<file path="config.mk">
export PLATFORM = sky130hd
export DESIGN_NAME = bracket_class_builder_matcher
export DESIGN_NICKNAME = d
export VERILOG_FILES = /design/src/bcb_pkg.sv /design/src/bcb_class_map.sv /design/src/bcb_parser.sv /design/src/bracket_class_builder_matcher.sv
export SDC_FILE = /design/constraint.sdc
export NUM_CORES = 1
export LEC_CHECK = 0
export ABC_CLOCK_PERIOD_IN_PS = 3600
export BUFFER_PORTS_ARGS = -buffer_cell sky130_fd_sc_hd__buf_2
export CAP_MARGIN = 20
export CORE_MARGIN = 2
export CORE_UTILIZATION = 45
export DETAILED_ROUTE_END_ITERATION = 12
export GPL_TIMING_DRIVEN = 1
export SLEW_MARGIN = 20
export SYNTH_ARGS = -nofsm -noshare
export SYNTH_HDL_FRONTEND = slang
export SYNTH_SLANG_ARGS = --single-unit
</file>
<file path="constraint.sdc">
create_clock -name clk -period 3.6 [get_ports clk]
set_clock_uncertainty 0.15 [all_clocks]
set_input_delay 0.18 -clock clk [delete_from_list [all_inputs] [get_ports clk]]
set_output_delay 0.18 -clock clk [all_outputs]
set_load 0.01 [all_outputs]
</file>
<file path="src/bcb_pkg.sv">
// ----------------------------------------------------------------------------
// bcb_pkg
// Shared codes, character constants and the bitmap command type for the
// bracket class builder and matcher.
// ----------------------------------------------------------------------------
package bcb_pkg;

	localparam int CharWidth = 7;
	localparam int MapBits   = 1 << CharWidth;
	localparam int StatWidth = 3;

	// Characters with meaning inside a bracket expression
	localparam logic [CharWidth-1:0] ChOpen  = 7'h5B; // '['
	localparam logic [CharWidth-1:0] ChClose = 7'h5D; // ']'
	localparam logic [CharWidth-1:0] ChCaret = 7'h5E; // '^'
	localparam logic [CharWidth-1:0] ChDash  = 7'h2D; // '-'
	localparam logic [CharWidth-1:0] ChEnd   = 7'h00; // end of string

	// Operation codes
	localparam logic OpPattern = 1'b0;
	localparam logic OpQuery   = 1'b1;

	// Result status codes
	localparam logic [StatWidth-1:0] StOk     = 3'd0;
	localparam logic [StatWidth-1:0] StDone   = 3'd1;
	localparam logic [StatWidth-1:0] StNoOpen = 3'd2;
	localparam logic [StatWidth-1:0] StLDash  = 3'd3;
	localparam logic [StatWidth-1:0] StTDash  = 3'd4;
	localparam logic [StatWidth-1:0] StBadRng = 3'd5;
	localparam logic [StatWidth-1:0] StUnterm = 3'd6;

	// Update to the membership bitmap, issued by the parser
	typedef struct packed {
		logic                 clr;  // clear the whole map
		logic                 fill; // set every code from lo to hi
		logic                 inv;  // invert the whole map
		logic [CharWidth-1:0] lo;
		logic [CharWidth-1:0] hi;
	} bcb_cmd_t;

endpackage

</file>
<file path="src/bcb_class_map.sv">
// ----------------------------------------------------------------------------
// bcb_class_map
// 128-bit membership bitmap: clear, span fill, invert, and the query read.
// ----------------------------------------------------------------------------
module bcb_class_map (
	input  logic                          clk,
	input  logic                          arst_n,
	input  bcb_pkg::bcb_cmd_t             cmd,
	input  logic [bcb_pkg::CharWidth-1:0] query_char,
	output logic                          member
);

	logic [bcb_pkg::MapBits-1:0] map_q;
	logic [bcb_pkg::MapBits-1:0] span_mask;

	// One compare pair per code, all in parallel
	always_comb begin
		for (int i = 0; i < bcb_pkg::MapBits; i++) begin
			span_mask[i] = (bcb_pkg::CharWidth'(i) >= cmd.lo) &&
				(bcb_pkg::CharWidth'(i) <= cmd.hi);
		end
	end

	// Map update
	always_ff @(posedge clk or negedge arst_n) begin
		if (!arst_n) begin
			map_q <= '0;
		end else if (cmd.clr) begin
			map_q <= '0;
		end else if (cmd.inv) begin
			map_q <= ~map_q;
		end else if (cmd.fill) begin
			map_q <= map_q | span_mask;
		end
	end

	assign member = map_q[query_char];

endmodule

</file>
<file path="src/bcb_parser.sv">
// ----------------------------------------------------------------------------
// bcb_parser
// Bracket expression parse state and per-item next-state logic.
// ----------------------------------------------------------------------------
module bcb_parser (
	input  logic                          clk,
	input  logic                          arst_n,
	input  logic                          step,
	input  logic                          op,
	input  logic [bcb_pkg::CharWidth-1:0] ch,
	output logic [bcb_pkg::StatWidth-1:0] status,
	output logic                          ready_next,
	output bcb_pkg::bcb_cmd_t             cmd
);

	localparam logic [2:0] PhOpen  = 3'd0;
	localparam logic [2:0] PhFirst = 3'd1;
	localparam logic [2:0] PhCaret = 3'd2;
	localparam logic [2:0] PhBody  = 3'd3;
	localparam logic [2:0] PhDash  = 3'd4;

	logic [2:0]                    phase_q, phase_d;
	logic [bcb_pkg::CharWidth-1:0] prev_q, prev_d;
	logic                          inv_q, inv_d;
	logic                          ready_q, ready_d;
	logic [bcb_pkg::StatWidth-1:0] st;
	bcb_pkg::bcb_cmd_t             cmd_d;

	// Next state for one pattern character
	always_comb begin
		phase_d    = phase_q;
		prev_d     = prev_q;
		inv_d      = inv_q;
		ready_d    = ready_q;
		st         = bcb_pkg::StOk;
		cmd_d      = '0;
		cmd_d.lo   = ch;
		cmd_d.hi   = ch;
		if (op == bcb_pkg::OpPattern) begin
			case (phase_q)
				PhFirst, PhCaret, PhBody: begin
					if (phase_q == PhFirst && ch == bcb_pkg::ChCaret) begin
						inv_d   = 1'b1;
						phase_d = PhCaret;
					end else if (phase_q != PhBody && ch == bcb_pkg::ChDash) begin
						st      = bcb_pkg::StLDash;
						phase_d = PhOpen;
					end else if (ch == bcb_pkg::ChClose) begin
						// close: apply pending inversion
						cmd_d.inv = inv_q;
						ready_d   = 1'b1;
						st        = bcb_pkg::StDone;
						phase_d   = PhOpen;
					end else if (ch == bcb_pkg::ChEnd) begin
						st      = bcb_pkg::StUnterm;
						phase_d = PhOpen;
					end else if (ch == bcb_pkg::ChDash) begin
						phase_d = PhDash;
					end else begin
						cmd_d.fill = 1'b1;
						prev_d     = ch;
						phase_d    = PhBody;
					end
				end
				PhDash: begin
					if (ch == bcb_pkg::ChEnd || ch == bcb_pkg::ChClose) begin
						st      = bcb_pkg::StTDash;
						phase_d = PhOpen;
					end else if (prev_q > ch) begin
						st      = bcb_pkg::StBadRng;
						phase_d = PhOpen;
					end else begin
						cmd_d.fill = 1'b1;
						cmd_d.lo   = prev_q;
						prev_d     = ch;
						phase_d    = PhBody;
					end
				end
				default: begin
					// waiting for the opening bracket
					phase_d = PhOpen;
					if (ch != bcb_pkg::ChOpen) begin
						st = bcb_pkg::StNoOpen;
					end else begin
						cmd_d.clr = 1'b1;
						inv_d     = 1'b0;
						ready_d   = 1'b0;
						prev_d    = '0;
						phase_d   = PhFirst;
					end
				end
			endcase
		end
	end

	// State registers, advanced once per item
	always_ff @(posedge clk or negedge arst_n) begin
		if (!arst_n) begin
			phase_q <= PhOpen;
			prev_q  <= '0;
			inv_q   <= 1'b0;
			ready_q <= 1'b0;
		end else if (step) begin
			phase_q <= phase_d;
			prev_q  <= prev_d;
			inv_q   <= inv_d;
			ready_q <= ready_d;
		end
	end

	assign status     = st;
	assign ready_next = ready_d;

	// Map commands only go out with an item
	always_comb begin
		cmd      = cmd_d;
		cmd.clr  = cmd_d.clr & step;
		cmd.fill = cmd_d.fill & step;
		cmd.inv  = cmd_d.inv & step;
	end

`ifndef NO_ASSERTIONS
	a_ready_on_close: assert property (@(posedge clk) disable iff (!arst_n)
		$rose(ready_q) |-> $past(step && st == bcb_pkg::StDone))
		else $error("set ready rose without a closing bracket");
	a_query_keeps_state: assert property (@(posedge clk) disable iff (!arst_n)
		step && op == bcb_pkg::OpQuery |=> $stable(phase_q) && $stable(prev_q))
		else $error("query changed the parse state");
	a_error_reopens: assert property (@(posedge clk) disable iff (!arst_n)
		step && (st == bcb_pkg::StLDash || st == bcb_pkg::StTDash ||
		st == bcb_pkg::StBadRng || st == bcb_pkg::StUnterm) |=> phase_q == PhOpen)
		else $error("parser did not return to waiting for the bracket");
`endif

endmodule

</file>
<file path="src/bracket_class_builder_matcher.sv">
// ----------------------------------------------------------------------------
// bracket_class_builder_matcher
// Builds a character class from a bracket expression and answers queries.
// ----------------------------------------------------------------------------
// One item is taken every clock while the input is not stalled, and each item
// gives exactly one result item. An item goes through an input register and a
// result register, and its result is offered from the result register. The
// parse step and the bitmap update (a parallel per-code range compare over all
// 128 codes) are done in the single stage between those registers. A result
// that is not taken stalls the input only once both registers are full. The
// bitmap resets to empty, so no clearing pass is needed after reset.
module bracket_class_builder_matcher (
	input  logic                          clk,
	input  logic                          arst_n,
	input  logic                          in_valid,
	output logic                          in_ready,
	input  logic                          operation,
	input  logic [bcb_pkg::CharWidth-1:0] char_code,
	output logic                          out_valid,
	input  logic                          out_ready,
	output logic [bcb_pkg::StatWidth-1:0] status,
	output logic                          is_member,
	output logic                          set_ready
);

	logic                          valid_s1;
	logic                          op_s1;
	logic [bcb_pkg::CharWidth-1:0] char_s1;
	logic                          out_valid_q;
	logic [bcb_pkg::StatWidth-1:0] status_q;
	logic                          member_q;
	logic                          ready_q;
	logic                          advance;
	logic [bcb_pkg::StatWidth-1:0] st_c;
	logic                          ready_c;
	logic                          member_c;
	bcb_pkg::bcb_cmd_t             cmd;

	assign advance  = valid_s1 && (!out_valid_q || out_ready);
	assign in_ready = !valid_s1 || advance;

	// Input register
	always_ff @(posedge clk or negedge arst_n) begin
		if (!arst_n) begin
			valid_s1 <= 1'b0;
		end else if (in_valid && in_ready) begin
			valid_s1 <= 1'b1;
		end else if (advance) begin
			valid_s1 <= 1'b0;
		end
	end

	always_ff @(posedge clk) begin
		if (in_valid && in_ready) begin
			op_s1   <= operation;
			char_s1 <= char_code;
		end
	end

	bcb_parser u_parser (
		.clk        (clk),
		.arst_n     (arst_n),
		.step       (advance),
		.op         (op_s1),
		.ch         (char_s1),
		.status     (st_c),
		.ready_next (ready_c),
		.cmd        (cmd)
	);

	bcb_class_map u_map (
		.clk        (clk),
		.arst_n     (arst_n),
		.cmd        (cmd),
		.query_char (char_s1),
		.member     (member_c)
	);

	// Result register
	always_ff @(posedge clk or negedge arst_n) begin
		if (!arst_n) begin
			out_valid_q <= 1'b0;
		end else if (advance) begin
			out_valid_q <= 1'b1;
		end else if (out_ready) begin
			out_valid_q <= 1'b0;
		end
	end

	always_ff @(posedge clk) begin
		if (advance) begin
			status_q <= st_c;
			member_q <= (op_s1 == bcb_pkg::OpQuery) ? member_c : 1'b0;
			ready_q  <= ready_c;
		end
	end

	assign out_valid = out_valid_q;
	assign status    = status_q;
	assign is_member = member_q;
	assign set_ready = ready_q;

`ifndef NO_ASSERTIONS
	a_stall_only_when_full: assert property (@(posedge clk) disable iff (!arst_n)
		!in_ready |-> valid_s1 && out_valid_q && !out_ready)
		else $error("input stalled with room in the pipeline");
	a_query_status_ok: assert property (@(posedge clk) disable iff (!arst_n)
		advance && op_s1 == bcb_pkg::OpQuery |=> status_q == bcb_pkg::StOk)
		else $error("query item gave a nonzero status");
	a_result_follows_item: assert property (@(posedge clk) disable iff (!arst_n)
		advance |=> out_valid_q)
		else $error("advanced item produced no result");
`endif

endmodule
</file>
==> results_dict.tcl <==
set metrics [dict create \
    hold_path_class "input port to async pin" \
    port_buffers 18 \
    io_pins 19 \
    die_area_sq_um 23600 \
    synth_nets 1137 \
    hpwl_microns 30900 \
    place_area_sq_um 11100 \
    sw_frac_of_total 0.371 \
    num_vias 10475 \
    grt_pass1_vias 10051 \
    dr.pass1.iters 6 \
    p_sw_mw 2.70 \
    fillers 2004 \
    cts_root_buf "clkbuf_16" \
    final_nets 1202 \
    grt_usage 0.382 \
    viasPerCell 7.10 \
    synth_enable_flop_cells 13 \
    leakage_nw 4.63 \
    diodes 0 \
    critPathMaxStageDelay_ns 0.55 \
    layout-drive-gt1-share 0.201 \
    cp.required_ns 3.77 \
    dpl.cell_count 1432 \
    p_per_area_nw_per_um2 614 \
    drc_errors 0 \
    final_common_cell "dfrtp_1" \
    core-area_sq_um 21900 \
    overflow 0 \
    worst_slew_pin_slew_ns 0.781 \
    area_growth_pct 17.5 \
    syn-cell-area_sq_um 10100 \
    finalHoldViolCount 0 \
    cts_sinks 155 \
    wl_per_cell_microns 30.3 \
    mostFrequentLayoutCells "142 x dfrtp_1, 120 x nand2_1, 114 x buf_4" \
    drtIter0Drc 1559 \
    antenna_left 0 \
    internal-power_mw 4.57 \
    path_max_fanout 12 \
    layout.cells.non_filler 1476 \
    cp.arrival_ns 3.67 \
    synth_cells 1118 \
    fmax_mhz 286 \
    ys.flop_type "dfrtp_1" \
    clk_path_buf_depth 2 \
    relSlewSlack 0.477 \
    clkPwrFrac 0.257 \
    yosysSeqAreaShare 0.391 \
    wirelength_microns 44700 \
    grt_max_degree 80 \
    syn_avg_cell_area_sq_um 9.02 \
    clkTransAtPathRegs_ns 0.07 \
    grt_pass1_wl_microns 67100 \
    numCtsBuffers 17 \
    synth-seq-cells 155 \
    clk_latency_ns 0.45 \
    critPathSlowestCell "a2111oi_0" \
    setup_viol 0 \
    tritoncts "built" \
    ir_drop_v 0.000359 \
    end_kind "register" \
    antenna_found_initial 0 \
    start_util 0.461 \
    rsz0062_at_grt "no" \
    chipHeight_microns 154 \
    outcome "complete, no violations" \
    min_period_ns 3.50 \
    crit_path_start_kind "register" \
    placementRows 54 \
    critPathKind "register to register" \
    seqPwrFrac 0.420 \
    synth.distinct_cells 76 \
    gp_congestion 1.02 \
    period_share 0.973 \
    chipWidth_microns 154 \
    p_comb_frac 0.323 \
    final_area_sq_um 11800 \
    synth_async_sr_flop_share 0.916 \
    cp_common_cell "nor2_1" \
    slew_viol_final 0 \
    setup-tns-final_ns 0 \
    path_cells "clkinv_1 -> ha_1 -> nand4_1 -> or2_2 -> o21a_1 -> o31a_1 -> a21oi_1 -> buf_4 -> nor2_1 -> a2111oi_0 -> nor2_1" \
    synth_warnings 0 \
    htree_num_levels 4 \
    drv_cap 0 \
    postCtsSetupRepairBufs 0 \
]
## flip-flops by register name, summed over array words and instances, names as in the netlist
name              cells
char_s1               7
is_member             1
op_s1                 1
out_valid             1
set_ready             1
status                3
u_map.map_q         128
u_parser.inv_q        1
u_parser.phase_q      3
u_parser.prev_q       7
u_parser.ready_q      1
valid_s1              1
## synth_stat cells (7+ instances only)
library cell,count,area share
a2111oi_0,8,0.0069
buf_1,8,0.0030
buf_2,27,0.013
dfrtp_1,142,0.35
nor3_1,32,0.016
a21oi_1,113,0.056
inv_1,11,0.0041
a211oi_1,97,0.072
nand4_1,9,0.0056
a31oi_1,12,0.0074
a311oi_1,35,0.030
clkbuf_1,68,0.025
nor4_1,11,0.0068
edfxtp_1,13,0.039
nand3_1,23,0.011
xnor2_1,7,0.0061
a22oi_1,10,0.0074
nand2_1,120,0.045
ha_1,7,0.0087
nor2_1,91,0.034
o21ai_0,81,0.040
o221ai_1,9,0.0078
mux4_2,39,0.087
o31ai_1,18,0.013
o211ai_1,12,0.0089
o21ai_1,9,0.0045
## critical path: cells and delay by family, from the launching register on
kind,cells,cell delay (ns)
buffers and inverters,2,0.36
DFF,1,0.35
and+or+nand+nor,4,0.76
adders and majority gates,1,0.32
AOI/OAI and AO/OA,4,1.42
## layout make-up
cell class                      instances  area, sq um  area share
Timing Repair Buffer                  152         1230       0.104
Tap cell                              280          350      0.0296
Clock buffer                           20          457      0.0386
Multi-Input combinational cell        844         5680       0.480
Sequential cell                       155         3940       0.333
Inverter                               13         48.8     0.00412
Clock inverter                         12          133      0.0112
## final timing paths
path,startpoint,endpoint,depth (start not counted),slack [ns]
hold / removal,arst_n,u_map.map_q[112],2,0.19
min in group clk,char_code[0],char_s1[0],2,0.28
setup reg to reg,char_s1[5],u_map.map_q[42],11,0.1
setup / recovery,char_s1[5],u_map.map_q[42],11,0.1
max in group asynchronous,arst_n,u_map.map_q[46],3,2.26
hold reg to reg,u_map.map_q[78],u_map.map_q[78],1,0.32
## per-layer routing
metal	wire, microns	vias up	track usage
li1	-	4461	-
met3	5050	181	0.0865
met4	2470	0	0.190
met1	18300	5075	0.543
met2	18900	758	0.549
met5	0	-	0
## power by group through the flow
| stage | sequential [mW] | clock, mW | combinational [mW] |
|---|---|---|---|
| 2_1_floorplan | 2.88 | 0 | 1.59 |
| 3_3_place_gp | 3.05 | 0 | 2.26 |
| 3_5_place_dp | 3.05 | 0 | 2.29 |
| 4_1_cts | 3.03 | 1.88 | 2.30 |
| 5_1_grt | 3.15 | 1.95 | 2.55 |
| 6_report | 3.06 | 1.87 | 2.35 |
## cells by family (layout without fill, tap and decap cells)
family | Yosys count | after routing | share of synthesized area
xor+xnor | 9 | 9 | 0.00782
mux | 42 | 42 | 0.0907
buf+inv | 119 | 197 | 0.0488
flops | 155 | 155 | 0.391
simple gates | 335 | 335 | 0.155
compound gates | 451 | 451 | 0.298
fa+ha+maj | 7 | 7 | 0.00869
## per-stage QoR
step / util / worst slack (ns) / hold slack (ns) / power, mW
after global routing: 0.541 / 0.00364 / 0.274 / 7.65
after floorplan: - / 0.0395 / -0.266 / 4.47
after global placement: 0.508 / 0.0605 / 0.138 / 5.31
final: 0.541 / 0.0982 / 0.193 / 7.28
after CTS: 0.540 / 0.113 / 0.240 / 7.22
after detailed placement: 0.508 / 0.141 / 0.137 / 5.34
## what timing repair did
item / 4_1_cts / 5_1_grt
resized for setup: 0 / 4
setup endpoints to repair: 0 / 12
hold buffers: 12 / 0
hold endpoints to repair: 87 / 0
Power figures use the tool's default switching activity.
